==> src/design/assert_macros.svh <==
// Assertion macros shared by the tokenizer RTL.
`ifndef ASSERT_MACROS_SVH
`define ASSERT_MACROS_SVH

// Condition holds at every clock edge outside reset.
`define LTT_ASSERT_ALWAYS(lbl, cond, msg) \
  lbl: assert property (@(posedge clk) disable iff (rst) (cond)) else $error(msg);

// Consequent holds in the same cycle as the antecedent.
`define LTT_ASSERT_IMPLIES(lbl, ante, cons, msg) \
  lbl: assert property (@(posedge clk) disable iff (rst) (ante) |-> (cons)) else $error(msg);

// Consequent holds in the cycle after the antecedent.
`define LTT_ASSERT_NEXT(lbl, ante, cons, msg) \
  lbl: assert property (@(posedge clk) disable iff (rst) (ante) |=> (cons)) else $error(msg);

`endif

==> src/design/lttk_pkg.sv <==
// Types, constants and helper functions for the lambda term tokenizer.
`default_nettype none

package lttk_pkg;

  localparam int MAX_NAME_CHARS = 8;
  localparam int NAME_CNT_W     = 4;
  localparam int TEXT_W         = 64;

  localparam logic [7:0] END_CHAR_RESET = 8'd10;

  localparam logic [2:0] KIND_LPAREN  = 3'd0;
  localparam logic [2:0] KIND_RPAREN  = 3'd1;
  localparam logic [2:0] KIND_DOT     = 3'd2;
  localparam logic [2:0] KIND_BSLASH  = 3'd3;
  localparam logic [2:0] KIND_IDENT   = 3'd4;
  localparam logic [2:0] KIND_END     = 3'd5;
  localparam logic [2:0] KIND_BADCHAR = 3'd6;
  localparam logic [2:0] KIND_TOOLONG = 3'd7;

  localparam logic [7:0] CH_LPAREN = 8'h28;
  localparam logic [7:0] CH_RPAREN = 8'h29;
  localparam logic [7:0] CH_DOT    = 8'h2E;
  localparam logic [7:0] CH_BSLASH = 8'h5C;
  localparam logic [7:0] CH_SPACE  = 8'h20;
  localparam logic [7:0] CH_TAB    = 8'h09;
  localparam logic [7:0] CH_CR     = 8'h0D;
  localparam logic [7:0] CH_LF     = 8'h0A;

  localparam int OUTQ_DEPTH = 4;
  localparam int OUTQ_PTR_W = 2;
  localparam int OUTQ_CNT_W = 3;

  typedef struct packed {
    logic [2:0]            kind;
    logic [TEXT_W-1:0]     text;
    logic [NAME_CNT_W-1:0] len;
    logic [7:0]            bad;
    logic                  last;
  } token_t;

  typedef struct packed {
    logic [MAX_NAME_CHARS-1:0][7:0] chars;
    logic [NAME_CNT_W-1:0]          count;
    logic                           failed;
  } name_state_t;

  typedef struct packed {
    logic [1:0] n;
    token_t     first;
    token_t     second;
  } step_out_t;

  function automatic logic is_alnum(input logic [7:0] b);
    return (b inside {[8'h30:8'h39], [8'h41:8'h5A], [8'h61:8'h7A]});
  endfunction

  function automatic token_t flush_token(input name_state_t s);
    token_t                t;
    logic                  too_long;
    logic [NAME_CNT_W-1:0] len;
    t        = '0;
    too_long = (s.count > NAME_CNT_W'(MAX_NAME_CHARS));
    len      = too_long ? NAME_CNT_W'(MAX_NAME_CHARS) : s.count;
    for (int i = 0; i < MAX_NAME_CHARS; i++) begin
      if (NAME_CNT_W'(i) < len) begin
        t.text[8*i +: 8] = s.chars[i];
      end
    end
    t.kind = too_long ? KIND_TOOLONG : KIND_IDENT;
    t.len  = len;
    return t;
  endfunction

endpackage

`default_nettype wire

==> src/design/lambda_term_tokenizer_core.sv <==
// Top level of the lambda term tokenizer: input register, name state and output queue.
`default_nettype none

`include "assert_macros.svh"

// Takes one byte per cycle while in_stall is low and emits lambda-calculus
// tokens (parens, dot, backslash, identifiers up to eight characters, end, and
// two error kinds). A byte is held in the input register, then the step logic
// updates the name state and pushes zero, one or two tokens into a four-entry
// output queue, whose head is offered while out_valid is high. Input is taken
// every cycle while the queue holds two or fewer tokens, so the rate is one
// byte per cycle as long as the output side drains one token per cycle; a byte
// that yields two tokens costs the output side an extra pop. The end byte is
// set through cfg_wr_en/cfg_wr_data, written only while idle by the user; the
// block does not enforce this.
module lambda_term_tokenizer_core (
  input  wire logic        clk,
  input  wire logic        rst,
  input  wire logic        cfg_wr_en,
  input  wire logic [7:0]  cfg_wr_data,
  input  wire logic        in_valid,
  output logic             in_stall,
  input  wire logic [7:0]  in_byte,
  output logic             out_valid,
  input  wire logic        out_stall,
  output logic [2:0]       token_kind,
  output logic [63:0]      name_text,
  output logic [3:0]       name_length,
  output logic [7:0]       bad_byte,
  output logic             last
);

  logic                  in_full;
  logic                  in_full_next;
  logic [7:0]            in_hold;
  logic [7:0]            end_char;
  lttk_pkg::name_state_t state;
  lttk_pkg::name_state_t state_next;
  lttk_pkg::step_out_t   step_res;
  lttk_pkg::token_t      head;
  logic                  room;
  logic                  not_empty;
  logic                  fire;
  logic                  in_take;
  logic                  pop;
  logic [1:0]            push_n;

  assign fire     = in_full && room;
  assign in_stall = rst || (in_full && !room);
  assign in_take  = in_valid && !in_stall;
  assign push_n   = fire ? step_res.n : 2'd0;

  assign out_valid = not_empty && !rst;
  assign pop       = out_valid && !out_stall;

  assign token_kind  = head.kind;
  assign name_text   = head.text;
  assign name_length = head.len;
  assign bad_byte    = head.bad;
  assign last        = head.last;

  always_comb begin
    in_full_next = in_full;
    if (in_take) begin
      in_full_next = 1'b1;
    end else if (fire) begin
      in_full_next = 1'b0;
    end
  end

  always_ff @(posedge clk) begin
    if (rst) begin
      in_full  <= 1'b0;
      end_char <= lttk_pkg::END_CHAR_RESET;
      state    <= '0;
    end else begin
      in_full <= in_full_next;
      if (cfg_wr_en) begin
        end_char <= cfg_wr_data;
      end
      if (fire) begin
        state <= state_next;
      end
    end
  end

  always_ff @(posedge clk) begin
    if (in_take) begin
      in_hold <= in_byte;
    end
  end

  lttk_step u_step (
    .in_byte  (in_hold),
    .end_char (end_char),
    .cur      (state),
    .nxt      (state_next),
    .res      (step_res)
  );

  lttk_outq u_outq (
    .clk       (clk),
    .rst       (rst),
    .push_n    (push_n),
    .push_a    (step_res.first),
    .push_b    (step_res.second),
    .pop       (pop),
    .room      (room),
    .not_empty (not_empty),
    .head      (head)
  );

  `LTT_ASSERT_ALWAYS(a_count_sat, state.count <= lttk_pkg::NAME_CNT_W'(lttk_pkg::MAX_NAME_CHARS + 1), "name count past saturation")
  `LTT_ASSERT_IMPLIES(a_failed_quiet, fire && state.failed && (in_hold != end_char), push_n == 2'd0, "token while failed")
  `LTT_ASSERT_NEXT(a_end_clears, fire && (in_hold == end_char), !state.failed && (state.count == '0), "end byte left state")

endmodule

`default_nettype wire

==> src/design/lttk_step.sv <==
// Per-byte tokenizer step: next name state and up to two tokens.
`default_nettype none

module lttk_step (
  input  wire logic [7:0]          in_byte,
  input  wire logic [7:0]          end_char,
  input  wire lttk_pkg::name_state_t cur,
  output lttk_pkg::name_state_t    nxt,
  output lttk_pkg::step_out_t      res
);

  lttk_pkg::token_t fl;
  lttk_pkg::token_t sym;
  lttk_pkg::token_t endt;
  logic             sym_v;
  logic             has_name;
  logic             too_long;

  always_comb begin
    nxt      = cur;
    res      = '0;
    fl       = lttk_pkg::flush_token(cur);
    has_name = (cur.count != '0);
    too_long = (cur.count > lttk_pkg::NAME_CNT_W'(lttk_pkg::MAX_NAME_CHARS));
    endt      = '0;
    endt.kind = lttk_pkg::KIND_END;
    endt.last = 1'b1;
    sym       = '0;
    sym.last  = 1'b1;
    sym_v     = 1'b1;
    case (in_byte)
      lttk_pkg::CH_LPAREN: sym.kind = lttk_pkg::KIND_LPAREN;
      lttk_pkg::CH_RPAREN: sym.kind = lttk_pkg::KIND_RPAREN;
      lttk_pkg::CH_DOT:    sym.kind = lttk_pkg::KIND_DOT;
      lttk_pkg::CH_BSLASH: sym.kind = lttk_pkg::KIND_BSLASH;
      lttk_pkg::CH_SPACE, lttk_pkg::CH_TAB, lttk_pkg::CH_CR, lttk_pkg::CH_LF: begin
        sym_v = 1'b0;
      end
      default: begin
        sym.kind = lttk_pkg::KIND_BADCHAR;
        sym.bad  = in_byte;
      end
    endcase

    if (in_byte == end_char) begin
      nxt.count  = '0;
      nxt.failed = 1'b0;
      if (!cur.failed && has_name) begin
        res.n      = 2'd2;
        res.first  = fl;
        res.second = endt;
      end else begin
        res.n     = 2'd1;
        res.first = endt;
      end
    end else if (!cur.failed) begin
      if (lttk_pkg::is_alnum(in_byte)) begin
        for (int i = 0; i < lttk_pkg::MAX_NAME_CHARS; i++) begin
          if (cur.count == lttk_pkg::NAME_CNT_W'(i)) begin
            nxt.chars[i] = in_byte;
          end
        end
        if (!too_long) begin
          nxt.count = cur.count + lttk_pkg::NAME_CNT_W'(1);
        end
      end else begin
        nxt.count = '0;
        if (too_long) begin
          res.n         = 2'd1;
          res.first     = fl;
          res.first.last = 1'b1;
          nxt.failed    = 1'b1;
        end else begin
          if (sym_v && sym.kind == lttk_pkg::KIND_BADCHAR) begin
            nxt.failed = 1'b1;
          end
          if (has_name && sym_v) begin
            res.n      = 2'd2;
            res.first  = fl;
            res.second = sym;
          end else if (has_name) begin
            res.n          = 2'd1;
            res.first      = fl;
            res.first.last = 1'b1;
          end else if (sym_v) begin
            res.n     = 2'd1;
            res.first = sym;
          end
        end
      end
    end
  end

endmodule

`default_nettype wire

==> src/design/lttk_outq.sv <==
// Output token queue: takes up to two tokens a cycle while room is high, delivers one per pop.
`default_nettype none

`include "assert_macros.svh"

module lttk_outq (
  input  wire logic             clk,
  input  wire logic             rst,
  input  wire logic [1:0]       push_n,
  input  wire lttk_pkg::token_t push_a,
  input  wire lttk_pkg::token_t push_b,
  input  wire logic             pop,
  output logic                  room,
  output logic                  not_empty,
  output lttk_pkg::token_t      head
);

  lttk_pkg::token_t                    mem [lttk_pkg::OUTQ_DEPTH];
  logic [lttk_pkg::OUTQ_PTR_W-1:0]     wp;
  logic [lttk_pkg::OUTQ_PTR_W-1:0]     rp;
  logic [lttk_pkg::OUTQ_CNT_W-1:0]     count;

  assign room      = (count <= lttk_pkg::OUTQ_CNT_W'(lttk_pkg::OUTQ_DEPTH - 2));
  assign not_empty = (count != '0);
  assign head      = mem[rp];

  always_ff @(posedge clk) begin
    if (rst) begin
      wp    <= '0;
      rp    <= '0;
      count <= '0;
    end else begin
      wp    <= wp + lttk_pkg::OUTQ_PTR_W'(push_n);
      rp    <= rp + lttk_pkg::OUTQ_PTR_W'(pop);
      count <= count + lttk_pkg::OUTQ_CNT_W'(push_n) - lttk_pkg::OUTQ_CNT_W'(pop);
    end
  end

  always_ff @(posedge clk) begin
    if (push_n != 2'd0) begin
      mem[wp] <= push_a;
    end
    if (push_n == 2'd2) begin
      mem[wp + lttk_pkg::OUTQ_PTR_W'(1)] <= push_b;
    end
  end

  `LTT_ASSERT_ALWAYS(a_count_range, count <= lttk_pkg::OUTQ_CNT_W'(lttk_pkg::OUTQ_DEPTH), "queue count out of range")
  `LTT_ASSERT_IMPLIES(a_push_room, push_n != 2'd0, room, "push without room")
  `LTT_ASSERT_IMPLIES(a_pop_nonempty, pop, not_empty, "pop from empty queue")

endmodule

`default_nettype wire
==> config.mk <==
export PLATFORM = sky130hd
export DESIGN_NAME = lambda_term_tokenizer_core
export DESIGN_NICKNAME = d
export VERILOG_FILES = /design/src/design/lttk_pkg.sv /design/src/design/lambda_term_tokenizer_core.sv /design/src/design/lttk_step.sv /design/src/design/lttk_outq.sv
export VERILOG_INCLUDE_DIRS = /design/src /design/src/design
export SDC_FILE = /design/constraint.sdc
export NUM_CORES = 1
export LEC_CHECK = 0
export BUFFER_PORTS_ARGS = -buffer_cell sky130_fd_sc_hd__buf_2
export CAP_MARGIN = 20
export CORE_ASPECT_RATIO = 0.5
export CORE_MARGIN = 2
export CORE_UTILIZATION = 54
export DETAILED_ROUTE_END_ITERATION = 10
export PLACE_DENSITY_LB_ADDON = 0.08
export SYNTH_ARGS = -nofsm -noshare
export SYNTH_HDL_FRONTEND = slang
export SYNTH_SLANG_ARGS = --single-unit
==> constraint.sdc <==
create_clock -name clk -period 3.9 [get_ports clk]
set_input_delay 0.39 -clock clk [delete_from_list [all_inputs] [get_ports clk]]
set_output_delay 0.39 -clock clk [all_outputs]
set_load 0.005 [all_outputs]
Yosys cells after proc, flatten, opt, wreduce, memory -nomap -nowiden. Memories as Yosys holds them, arrays and structs flattened. A register that Yosys moved wholly into a read port is not among the register bits. Index checks and enable logic that the tools add are counted.

Register bits: 93. Bits in writable memories: 320. Bits of input ports: 21. Output and inout port bits: 82. Word-level logic and storage cells: 135. Memories: 1.

Memories: u_outq.mem (depth 4, bits a word 80, read ports 1, clocked after Yosys merged registers in 1, write ports 2, line lttk_outq.sv:18) `lttk_pkg::token_t mem [lttk_pkg::OUTQ_DEPTH];`.

$add $sub $neg: 6. Magnitude comparators: 16. Equal/unequal tests: 20. Mux-type cells: 39. Bitwise operators: 2. Reduce and logical (&&, ||, !) cells: 35.

Operators with widths (number): $mux 162 (3); $mux 82 (3); $mux 80 (3); $mux 81 (2); $mux 8 (9); $reduce_and 5->1 (8); $eq 8x6->1 const B (4); $eq 8x4->1 const B (3); $eq 4x3->1 const B (4); $ge 8x7->1 const B (2); $le 8x7->1 const B (2); $lt 3x4->1 const A (4); $mux 4 (3); $pmux 3 s4 (1); $logic_and 1x1->1 (11); $mux 1 (10); $mux 5 (2); $eq 4x2->1 const B (2); $eq 8x7->1 const B (1); $eq 8x8->1 (1); $ge 8x6->1 const B (1); $le 8x6->1 const B (1); $lt 1x4->1 const A (2); $lt 2x4->1 const A (2); 25 further kinds (34).

Logic depth before layout (Yosys ltp). Gate-level depths: netlist of run 1.

Depth in word-level cells: 14. Depth in mapped cells: 15. Mapped depth without buffers: 13.

Hierarchy. Synthesis of run 1 repeated with hierarchy kept, for this count alone.

Cell total of the unflattened synthesis: 1601. Area, all modules: 22333.9 µm².

Modules (own cells, without submodules): lttk_outq (instances 1, cells each 817, area an instance 15765.1 µm², seq. area each 9749.4 µm²); lambda_term_tokenizer_core (instances 1, cells each 360, area an instance 3704.8 µm², seq. area each 1801.7 µm²); lttk_step (instances 1, cells each 424, area an instance 2864.0 µm², seq. area each 0.0 µm²).

Least setup slack after synthesis of run 1. No wires, ideal clock.

Path type: reg-to-reg. Start: register state[1] in the netlist's numbering. End: register u_outq.count[2] in the netlist's numbering. Library setup time: 0.070 ns. Data arrival time: 3.560 ns. Required time: 3.830 ns. Path slack: 0.270 ns. Cell stages (with the launch flop): 16. Buffers on the path: 2. Clock period less this slack: 3.630 ns. Path through: dfxtp_1 > clkbuf_1 > inv_1 > ha_1 > clkbuf_1 > nor3b_1 > inv_1 > ha_1 > a21o_1 > o21ai_0 > o31a_1 > or3_1 > fa_1 > xnor2_1 > or3_1 > a21oi_1.

Word-level cells in the longest chain between the ends: 10. Elaborated cells on any way between the ends: 14. Classes of those cells: add/sub (2); order compare (1); mux (8); reduce/logical (3).

RTL lines: start, declared (line lambda_term_tokenizer_core.sv:37) `lttk_pkg::name_state_t state;`; start signal, assigned (line lambda_term_tokenizer_core.sv:82) `state <= state_next;`; $reduce_bool 4->1 (line lttk_step.sv:23) `has_name = (cur.count != '0);`; $mux 81 or $logic_and 1x1->1 (tied branches) (line lttk_step.sv:81, lttk_step.sv:77); $mux 82 (line lttk_step.sv:77) `if (has_name && sym_v) begin`; $mux 82 (line lttk_step.sv:68) `if (too_long) begin`; $mux 162 (line lttk_step.sv:57) `if (lttk_pkg::is_alnum(in_byte)) begin`; $mux 162 (line lttk_step.sv:56) `end else if (!cur.failed) begin`; $mux 162 (*) (line lttk_step.sv:45) `if (in_byte == end_char) begin`; $mux 2 (*) (line lambda_term_tokenizer_core.sv:51) `assign push_n = fire ? step_res.n : 2'd0;`; $add 3x2->3 (*) (line lttk_outq.sv:35) `count <= count + lttk_pkg::OUTQ_CNT_W'(push_n) - lttk_pkg::OUTQ_CNT_W'(pop);`; $sub 3x1->3 (*) (line lttk_outq.sv:35); end signal, assigned (line lttk_outq.sv:35); end, declared (line lttk_outq.sv:21) `logic [lttk_pkg::OUTQ_CNT_W-1:0] count;`.

Mark *: on every way between the ends. The rest lies on a longest branch, timed or not. A chain may end at the register's enable or synchronous reset.

Worst setup path after layout of run 1.
Start: register in_hold[1]. End: register u_outq.count[2] in the netlist's numbering.

Word-level cells in the longest chain between the ends: 12. Elaborated cells on any way between the ends: 28. Classes of those cells: add/sub (2); order compare (6); eq/ne (5); mux (9); reduce/logical (6).

RTL lines: start, declared (line lambda_term_tokenizer_core.sv:35) `logic [7:0] in_hold;`; start signal, assigned (line lambda_term_tokenizer_core.sv:89) `in_hold <= in_byte;`; $eq 8x6->1 or $eq 8x4->1 (tied branches) (line lttk_step.sv:31) `case (in_byte)`; $reduce_or 4->1 (line lttk_step.sv:31); $mux 81 or $mux 1 (tied branches) (line lttk_step.sv:85, lttk_step.sv:31); $mux 81 or $logic_and 1x1->1 (tied branches) (line lttk_step.sv:81, lttk_step.sv:77); $mux 82 (line lttk_step.sv:77); $mux 82 (line lttk_step.sv:68); $mux 162 (line lttk_step.sv:57); $mux 162 (line lttk_step.sv:56); $mux 162 (*) (line lttk_step.sv:45); $mux 2 (*) (line lambda_term_tokenizer_core.sv:51); $add 3x2->3 (*) (line lttk_outq.sv:35); $sub 3x1->3 (*) (line lttk_outq.sv:35).

Marks and branches as above.

==> summary.txt, run 1 <==
Status -> complete, no violations
RSZ-0062 raised after global routing -> false
Hold Slack -> 0.0217 ns
Hold Crit Class -> in2reg
DRT Pass-1 Iters -> 6
Synth top area share -> 0.412
Layout area overhead -> 14.4%
CP Buf/Inv Count -> 1
Cell area after synthesis -> 17,400 um^2
Total grt overflow -> 0
Setup TNS -> 0 ns
CP Capture Type -> flip-flop
Total leakage power -> 7.40 nW
Cells after Synth -> 1,690
Arrival @ worst endpoint -> 4.01 ns
YS warnings -> 0
Core area -> 31,700 um^2
RePlAce Congestion -> 0.904
WL met2 -> 22,900 um
Die area -> 33,700 um^2
Yosys top cell by area -> dfxtp_1
Met3 WL -> 3950 um
Wirelength per Cell -> 22.5 um
Worst EP required -> 4.38 ns
H-tree levels -> 2
Worst path slowest cell -> o32a_1
Number of global-route vias before repair -> 13,416
Relative slew slack -> 0.407
Reg clk slew, reported paths -> 0.07 ns
Starting DRT DRC Count -> 1,406
Die Wd -> 258 um
Dpl hpwl -> 31,900 um
WS Path Type -> reg2reg
Share of layout cells above drive strength 1 -> 0.194
Avg Inst Size Synth -> 10.3 um^2
Num CTS Buffers -> 38
Worst-path maximum fanout -> 14
Setup crit start kind -> flip-flop
Gr usage total -> 0.293
Post-synth EDFFs -> 56
Distinct cells, synth -> 68
Post-route insts no fill -> 2,223
Final period util -> 0.906
Clk_lat worst skew -> 0.55 ns
# setup viols final -> 0
Met1 wire length -> 22,300 um
Fraction of registers with async set/reset -> 0
Maximum vdd drop -> 314 uV
Starting density of the core -> 0.548
Final hold vios -> 0
Synth Register Bits -> 413
Worst-path cell chain -> buf_4 -> o41a_1 -> o221a_1 -> o32a_1 -> nor2_1 -> xor2_1 -> fa_1 -> xnor2_1 -> or3_1 -> a21oi_1
Final core utilization -> 0.627
Tmin final -> 3.53 ns
Initial antenna violation count -> 0
Clock Path Buffers -> 3
Max-cap viol count -> 0
Placed cells -> 2,156
Final slew viol count -> 0
Predominant post-synthesis flop cell -> dfxtp_1
Register area share after synthesis -> 0.509
Largest net degree at the start of global routing -> 74
Worst path max stage delay -> 0.50 ns
Max frequency -> 283 MHz
Rows -> 46
Antenna Cells -> 0
Synth area leaders -> dfxtp_1 (41%), mux4_2 (10%), edfxtp_1 (9.7%)
Post-synth net total -> 1,719
Nets -> 1,793
CTS tree -> built
DR vias/cell -> 6.23
Clk sinks -> 413
DR top layer -> met4
CP top delay family -> compound AO/OA/AOI/OAI gates
Post-DRT Antenna Nets -> 0
PwrDens -> 460 nW/um^2
CTS Root Cell -> clkbuf_16
Die H -> 131 um
Total wire length -> 49,900 um
# Post-CTS Setup Buffers -> 0
Wire length of the first global-routing pass -> 76,700 um
Via count -> 13,839
Final Power -> 9.14 mW
# IOs -> 103
DRC -> 0
Setup Skew -> 0.0179 ns
Port bufs -> 102
Slew @ Worst Pin -> 0.889 ns
through the flow:
stage	instance area (um^2)	worst slack, ns
finish	19900	0.366
global placement	18600	0.354
floorplan	17400	0.270
CTS	19800	0.218
detailed placement	18600	0.237
global route	19900	0.112
state kept, by name, indices dropped and copies added, names as in the netlist:
signal and flops:
u_outq.wp 2, u_outq.rp 2, end_char 8, in_hold 8
state 69, u_outq.mem 320, u_outq.count 3, in_full 1
metal layers:
layer / up-vias / GRT usage
met4: 0 / 0.0700
met5: - / 0
met1: 6909 / 0.416
met3: 68 / 0.0503
li1: 6311 / -
met2: 551 / 0.471
area by class of cell:
type                            count  area [um^2]
Sequential cell                   413         8840
Clock buffer                       53         1070
Inverter                           11         41.3
Tap cell                          432          541
Multi-Input combinational cell   1125         7950
Fill cell                        2620        11800
Clock inverter                     14          130
Timing Repair Buffer              175         1280
cell usage in the layout (no fill, tap or decap), types with 4 or more instances in the layout:
| cell type | netlist | routed |
|---|---|---|
| buf_4 | 8 | 55 |
| a22o_1 | 130 | 130 |
| ha_1 | 7 | 7 |
| mux4_2 | 80 | 80 |
| nor2b_1 | 7 | 7 |
| and3_1 | 32 | 30 |
| o21ai_0 | 19 | 18 |
| nor3_1 | 10 | 10 |
| nand2b_1 | 6 | 6 |
| buf_2 | 38 | 102 |
| or4_1 | 4 | 4 |
| nand3_2 | 2 | 4 |
| o22ai_1 | 13 | 13 |
| nand3_1 | 77 | 75 |
| nor2_4 | 0 | 4 |
| nor2_1 | 61 | 59 |
| or3_1 | 7 | 7 |
| a21o_1 | 8 | 8 |
| clkbuf_1 | 85 | 10 |
| clkbuf_16 | 0 | 39 |
| and3b_1 | 8 | 8 |
| clkinv_2 | 0 | 5 |
| inv_1 | 11 | 11 |
| mux2i_1 | 29 | 29 |
| nor2_2 | 6 | 4 |
| nor3_2 | 6 | 6 |
| dfxtp_1 | 357 | 355 |
| xnor2_1 | 12 | 12 |
| edfxtp_1 | 56 | 56 |
| nand2_1 | 278 | 278 |
| buf_12 | 0 | 18 |
| a21oi_1 | 185 | 184 |
| nor3b_1 | 19 | 18 |
| clkinvlp_4 | 0 | 4 |
| nand4_1 | 36 | 36 |
| and2_1 | 31 | 31 |
| clkbuf_8 | 0 | 4 |
kinds of logic after synthesis:
logic type / after synthesis / synth area share
mux: 109 / 0.121
fa+ha+maj: 8 / 0.00620
buf+inv: 152 / 0.0373
xor+xnor: 14 / 0.00707
flops: 413 / 0.509
simple gates: 610 / 0.172
compound gates: 384 / 0.149
where the power goes:
part | leakage (nW) | switching (mW) | internal, mW
combinational | 3.37 | 0.630 | 0.366
clock | 0.575 | 1.66 | 2.00
sequential | 3.45 | 0.113 | 4.37
total | 7.40 | 2.40 | 6.74
cells in the mapped netlist (10+ instances only):
cell type	n
dfxtp_1	357
nand2_1	278
a21oi_1	185
a22o_1	130
clkbuf_1	85
mux4_2	80
nand3_1	77
nor2_1	61
edfxtp_1	56
buf_2	38
nand4_1	36
and3_1	32
and2_1	31
mux2i_1	29
nor3b_1	19
o21ai_0	19
o22ai_1	13
xnor2_1	12
inv_1	11
buf_1	10
nor3_1	10
timing repair:
| item | CTS | global route |
|---|---|---|
| hold buffers | 0 | 0 |
| endpoints found under the setup margin | 0 | 35 |
| gates resized for setup | 0 | 3 |
worst paths after layout:
path                           from                 to  slack (ns)  cells after the start
setup / recovery         in_hold[1]    u_outq.count[2]        0.37                     10
hold / removal           in_byte[7]         in_hold[7]        0.02                      1
setup reg to reg         in_hold[1]    u_outq.count[2]        0.37                     10
hold reg to reg   u_outq.mem[2][49]  u_outq.mem[2][49]        0.45                      2
Power figures use the tool's default switching activity.
==> run 2, diff against run 1 <==
Settings changed: PLACE_DENSITY from default to 0.75, PLACE_DENSITY_LB_ADDON 0.08 to default.
==> summary.txt, run 2 (synthesis gave the netlist of run 1 again) <==
Status -> complete, no violations (unchanged)
Die area -> 33,700 um^2 (unchanged)
DRT Pass-1 Iters -> 5 (was 6)
CP Capture Type -> flip-flop (unchanged)
Worst path slowest cell -> nor2_1 (was o32a_1)
Maximum vdd drop -> 249 uV (was 314 uV)
# setup viols final -> 0 (unchanged)
Gr usage total -> 0.274 (was 0.293)
# IOs -> 103 (unchanged)
Core area -> 31,700 um^2 (unchanged)
Dpl hpwl -> 28,400 um (was 31,900 um)
WS Path Type -> reg2reg (unchanged)
RSZ-0062 raised after global routing -> false (unchanged)
Biggest regs -> u_outq.mem x320, state x69 (unchanged)
Final period util -> 0.915 (was 0.906)
Num CTS Buffers -> 37 (was 38)
Layout area overhead -> 12.8% (was 14.4%)
Port bufs -> 102 (unchanged)
CTS Root Cell -> clkbuf_16 (unchanged)
Largest net degree at the start of global routing -> 83 (was 74)
Setup crit start kind -> flip-flop (unchanged)
Total wire length -> 46,600 um (was 49,900 um)
Tmin final -> 3.57 ns (was 3.53 ns)
Worst EP required -> 4.37 ns (was 4.38 ns)
Clk sinks -> 413 (unchanged)
PwrDens -> 466 nW/um^2 (was 460 nW/um^2)
Slew @ Worst Pin -> 0.918 ns (was 0.889 ns)
DR vias/cell -> 6.19 (was 6.23)
RePlAce Congestion -> 0.939 (was 0.904)
Final hold vios -> 0 (unchanged)
Total leakage power -> 7.27 nW (was 7.40 nW)
Wire length of the first global-routing pass -> 73,100 um (was 76,700 um)
Initial antenna violation count -> 0 (unchanged)
Worst-path maximum fanout -> 9 (was 14)
Commonest non-fill, non-tap cell in the layout -> dfxtp_1 (unchanged)
Arrival @ worst endpoint -> 4.04 ns (was 4.01 ns)
Setup Skew -> 0.0221 ns (was 0.0179 ns)
Max-cap viol count -> 0 (unchanged)
Wirelength per Cell -> 21.2 um (was 22.5 um)
Worst path max stage delay -> 0.70 ns (was 0.50 ns)
Starting DRT DRC Count -> 1,361 (was 1,406)
Seq pwr share -> 0.492 (was 0.491)
Clk_lat worst skew -> 0.54 ns (was 0.55 ns)
Via count -> 13,590 (was 13,839)
Max frequency -> 280 MHz (was 283 MHz)
Cell repeated most along the worst path -> nor2_1
Setup TNS -> 0 ns (unchanged)
Antenna Cells -> 0 (unchanged)
Final Power -> 9.11 mW (was 9.14 mW)
Final slew viol count -> 0 (unchanged)
Die Wd -> 258 um (unchanged)
Max reg flops -> 320 (unchanged)
Most frequent cells in the layout -> dfxtp_1 (354), nand2_1 (278), a21oi_1 (184) (was dfxtp_1 (355), nand2_1 (278), a21oi_1 (184))
DRC -> 0 (unchanged)
Number of global-route vias before repair -> 13,018 (was 13,416)
Net Sw Power -> 2.33 mW (was 2.40 mW)
Worst-path cell chain -> or3b_1 -> a21oi_1 -> o21ai_1 -> ha_1 -> a21o_1 -> nor2_1 -> o31ai_4 -> nand3_2 -> nor2_1 -> a22o_1 (was buf_4 -> o41a_1 -> o221a_1 -> o32a_1 -> nor2_1 -> xor2_1 -> fa_1 -> xnor2_1 -> or3_1 -> a21oi_1)
Die H -> 131 um (unchanged)
Nets -> 1,765 (was 1,793)
Share of layout cells above drive strength 1 -> 0.184 (was 0.194)
CTS tree -> built (unchanged)
Rows -> 46 (unchanged)
Starting density of the core -> 0.548 (unchanged)
Post-DRT Antenna Nets -> 0 (unchanged)
Clock Path Buffers -> 3 (unchanged)
Internal -> 6.79 mW (was 6.74 mW)
Hold Crit Class -> in2reg (unchanged)
H-tree levels -> 2 (unchanged)
Reg clk slew, reported paths -> 0.06 ns (was 0.07 ns)
Largest Register -> u_outq.mem (unchanged)
Combinational Power Share -> 0.103 (was 0.109)
Sw Share -> 0.255 (was 0.263)
Total grt overflow -> 0 (unchanged)
Clock Power Share -> 0.404 (was 0.400)
Relative slew slack -> 0.388 (was 0.407)
Hold Slack -> 0.0361 ns (was 0.0217 ns)
==> run 2: changes by cell type in the layout (fill, tap and decap cells not counted), moves of 4 or more <==
cell / delta
clkbuf_8: +5
clkinvlp_4: -4
buf_4: -19
clkbuf_1: -5
buf_12: -8
==> run 2: stage by stage <==
stage	cells	setup slack, ns	util	area [um^2]
after floorplan	1690	0.270	-	17400
after global placement	2129	0.255	0.579	18300
after global routing	2194	0.0437	0.618	19600
after detailed placement	2129	0.129	0.579	18300
after CTS	2194	0.0990	0.618	19600
final	2194	0.332	0.618	19600
==> run 2: worst max-delay path, delay by kind of cell (launching register included) <==
kind | cells | cell delay (ns)
adders and majority gates | 1 | 0.34
and+or+nand+nor | 4 | 1.66
AOI/OAI and AO/OA | 5 | 1.04
DFF | 1 | 0.48
==> run 2: path summary, 6_finish.rpt <==
| path | from | cells past startpoint | endpoint | slack (ns) |
|---|---|---|---|---|
| max | in_hold[1] | 10 | u_outq.mem[3][58] | 0.33 |
| min | in_byte[7] | 1 | in_hold[7] | 0.04 |
| max reg2reg | in_hold[1] | 10 | u_outq.mem[3][58] | 0.33 |
| min reg2reg | u_outq.mem[1][12] | 1 | u_outq.mem[1][12] | 0.45 |
==> run 2: power groups by stage <==
stage	Clock [mW]	Combinational, mW	Sequential, mW
finish	3.69	0.943	4.48
global route	3.89	1.01	4.49
CTS	3.71	0.928	4.48
detailed placement	0	0.926	4.58
global placement	0	0.919	4.57
floorplan	0	0.675	4.50
==> run 2: final cells by class <==
cell class	count	area, um^2
Sequential cell	413	8840
Clock inverter	12	101
Clock buffer	53	1120
Inverter	11	41.3
Tap cell	432	541
Multi-Input combinational cell	1125	7950
Timing Repair Buffer	148	981
Fill cell	2595	12100
==> run 2: per-layer routing <==
layer / wire (um) / global-route usage
met1: 20500 / 0.385
met2: 21600 / 0.444
met3: 3680 / 0.0440
met4: 839 / 0.0792
met5: 0 / 0
==> run 2: repair_timing <==
| action | in CTS | in global routing |
|---|---|---|
| hold buffers | 0 | 0 |
| gates resized for setup | 0 | 4 |
| buffers inserted | 0 | 0 |
| endpoints found under the setup margin | 0 | 174 |
==> run 3, diff against run 2 <==
Settings changed: PLACE_DENSITY 0.75 to 0.87.
==> summary.txt, run 3 (synthesis gave the netlist of run 1 again) <==
Status -> complete, no violations (unchanged)
R2R cell count -> 10 (unchanged)
Port bufs -> 102 (unchanged)
Wire length of the first global-routing pass -> 75,100 um (was 73,100 um)
WS Path Type -> reg2reg (unchanged)
Worst EP required -> 4.38 ns (was 4.37 ns)
Worst path max stage delay -> 0.71 ns (was 0.70 ns)
Final hold vios -> 0 (unchanged)
Tmin final -> 3.71 ns (was 3.57 ns)
Num CTS Buffers -> 38 (was 37)
CTS Root Cell -> clkbuf_16 (unchanged)
RePlAce Congestion -> 0.962 (was 0.939)
Worst R2R End -> u_outq.mem[1][49] (was u_outq.mem[3][58])
Setup TNS -> 0 ns (unchanged)
# IOs -> 103 (unchanged)
Hold Crit Depth -> 1 (unchanged)
Number of global-route vias before repair -> 13,990 (was 13,018)
Wirelength per Cell -> 22.1 um (was 21.2 um)
Via count -> 14,309 (was 13,590)
Post-DP Area -> 18,300 um^2 (about the same)
Max reg flops -> 320 (unchanged)
CP Capture Type -> flip-flop (unchanged)
Hold_sp -> in_byte[4] (was in_byte[7])
Dpl hpwl -> 28,900 um (was 28,400 um)
Starting DRT DRC Count -> 1,862 (was 1,361)
Slew @ Worst Pin -> 0.999 ns (was 0.918 ns)
Largest Register -> u_outq.mem (unchanged)
Total wire length -> 48,700 um (was 46,600 um)
Die Wd -> 258 um (unchanged)
Reg clk slew, reported paths -> 0.07 ns (was 0.06 ns)
Setup slack, reg-to-reg -> 0.19 ns (was 0.33 ns)
Initial antenna violation count -> 3 (was 0)
Rows -> 46 (unchanged)
Biggest regs -> u_outq.mem x320, state x69 (unchanged)
Worst-path cell chain -> or3b_1 -> a21oi_1 -> o21ai_0 -> ha_1 -> a21o_1 -> nor2_1 -> o31ai_4 -> nand3_2 -> nor2_1 -> a22o_1 (was or3b_1 -> a21oi_1 -> o21ai_1 -> ha_1 -> a21o_1 -> nor2_1 -> o31ai_4 -> nand3_2 -> nor2_1 -> a22o_1)
Cell repeated most along the worst path -> nor2_1 (unchanged)
Cts hold-fix bufs -> 0 (unchanged)
FF-to-FF Start -> in_hold[0] (was in_hold[1])
Fin area -> 19,600 um^2 (about the same)
Total leakage power -> 7.29 nW (was 7.27 nW)
Clk_lat worst skew -> 0.54 ns (about the same)
Final slew viol count -> 0 (unchanged)
DRT Pass-1 Iters -> 6 (was 5)
Nets -> 1,767 (was 1,765)
Commonest non-fill, non-tap cell in the layout -> dfxtp_1 (unchanged)
Starting density of the core -> 0.548 (unchanged)
Hold Crit Class -> in2reg (unchanged)
Hold Path Sink -> in_hold[4] (was in_hold[7])
Max-cap viol count -> 0 (unchanged)
Core area -> 31,700 um^2 (unchanged)
H-tree levels -> 2 (unchanged)
Worst path slowest cell -> nor2_1 (unchanged)
Total grt overflow -> 0 (unchanged)
CTS tree -> built (unchanged)
Post-DRT Antenna Nets -> 0 (unchanged)
Maximum vdd drop -> 278 uV (was 249 uV)
Final period util -> 0.952 (was 0.915)
Largest net degree at the start of global routing -> 85 (was 83)
Arrival @ worst endpoint -> 4.19 ns (was 4.04 ns)
PwrDens -> 473 nW/um^2 (was 466 nW/um^2)
Die area -> 33,700 um^2 (unchanged)
Relative slew slack -> 0.334 (was 0.388)
Setup crit start kind -> flip-flop (unchanged)
DRC -> 0 (unchanged)
Gr usage total -> 0.280 (was 0.274)
Clk sinks -> 413 (unchanged)
Cts repair resizes -> 0 (unchanged)
Die H -> 131 um (unchanged)
Layout area overhead -> 13.0% (was 12.8%)
Share of layout cells above drive strength 1 -> 0.184 (about the same)
Most frequent cells in the layout -> dfxtp_1 (355), nand2_1 (278), a21oi_1 (184) (was dfxtp_1 (354), nand2_1 (278), a21oi_1 (184))
Setup Skew -> 0.0212 ns (was 0.0221 ns)
Worst-path maximum fanout -> 16 (was 9)
Clock Path Buffers -> 3 (unchanged)
Max frequency -> 269 MHz (was 280 MHz)
# Post-CTS Setup Buffers -> 0 (unchanged)
DR vias/cell -> 6.50 (was 6.19)
# setup viols final -> 0 (unchanged)
==> run 3: cell type report <==
cell class | count | area, um^2
clock inverters | 12 | 126
repair buffers | 149 | 951
fillers | 2355 | 12000
multi-input cells | 1125 | 7950
flip-flops and latches | 413 | 8840
well taps | 432 | 541
clock buffers | 57 | 1160
inverters | 11 | 41.3
diodes | 3 | 7.51
==> run 3: critical path, delay by kind of cell (launching register included) <==
| kind | cells | cell delay, ns |
|---|---|---|
| AND/OR/NAND/NOR | 4 | 1.84 |
| AO/OA/AOI/OAI | 5 | 1.03 |
| adder cells (fa/ha/maj) | 1 | 0.34 |
| flip-flops | 1 | 0.46 |
==> run 3: worst max path at each step <==
stage          slack (ns)  startpoint                end
6_report             0.19  in_hold[0]  u_outq.mem[1][49]
5_1_grt           -0.0008  in_hold[0]  u_outq.mem[1][49]
4_1_cts              0.21    state[1]    u_outq.count[2]
3_5_place_dp         0.28  in_hold[1]    u_outq.count[2]
3_3_place_gp         0.40  in_hold[1]    u_outq.count[2]
2_1_floorplan        0.27    state[1]    u_outq.count[2]
==> run 3: per-layer routing <==
| layer | up-vias | part of all wire | global-route usage |
|---|---|---|---|
| met5 | - | 0.00027 | 0 |
| met2 | 945 | 0.46 | 0.452 |
| met4 | 2 | 0.044 | 0.141 |
| li1 | 6265 | - | - |
| met3 | 187 | 0.11 | 0.0521 |
| met1 | 6910 | 0.39 | 0.368 |
==> run 3: metrics by stage <==
stage	instances	hold WS, ns	util	setup WS [ns]	power, mW
detailed placement	2130	0.439	0.578	0.281	5.49
floorplan	1690	0.421	-	0.270	5.17
finish	2202	0.0430	0.620	0.188	9.28
global placement	2130	0.428	0.578	0.396	5.48
global route	2201	0.0324	0.620	-0.000771	9.52
CTS	2199	0.0302	0.619	0.207	9.25
==> run 3: power breakdown <==
group / internal (mW) / switching, mW / total, mW
logic: 0.333 / 0.600 / 0.933
clock network: 2.21 / 1.64 / 3.86
registers: 4.37 / 0.122 / 4.49
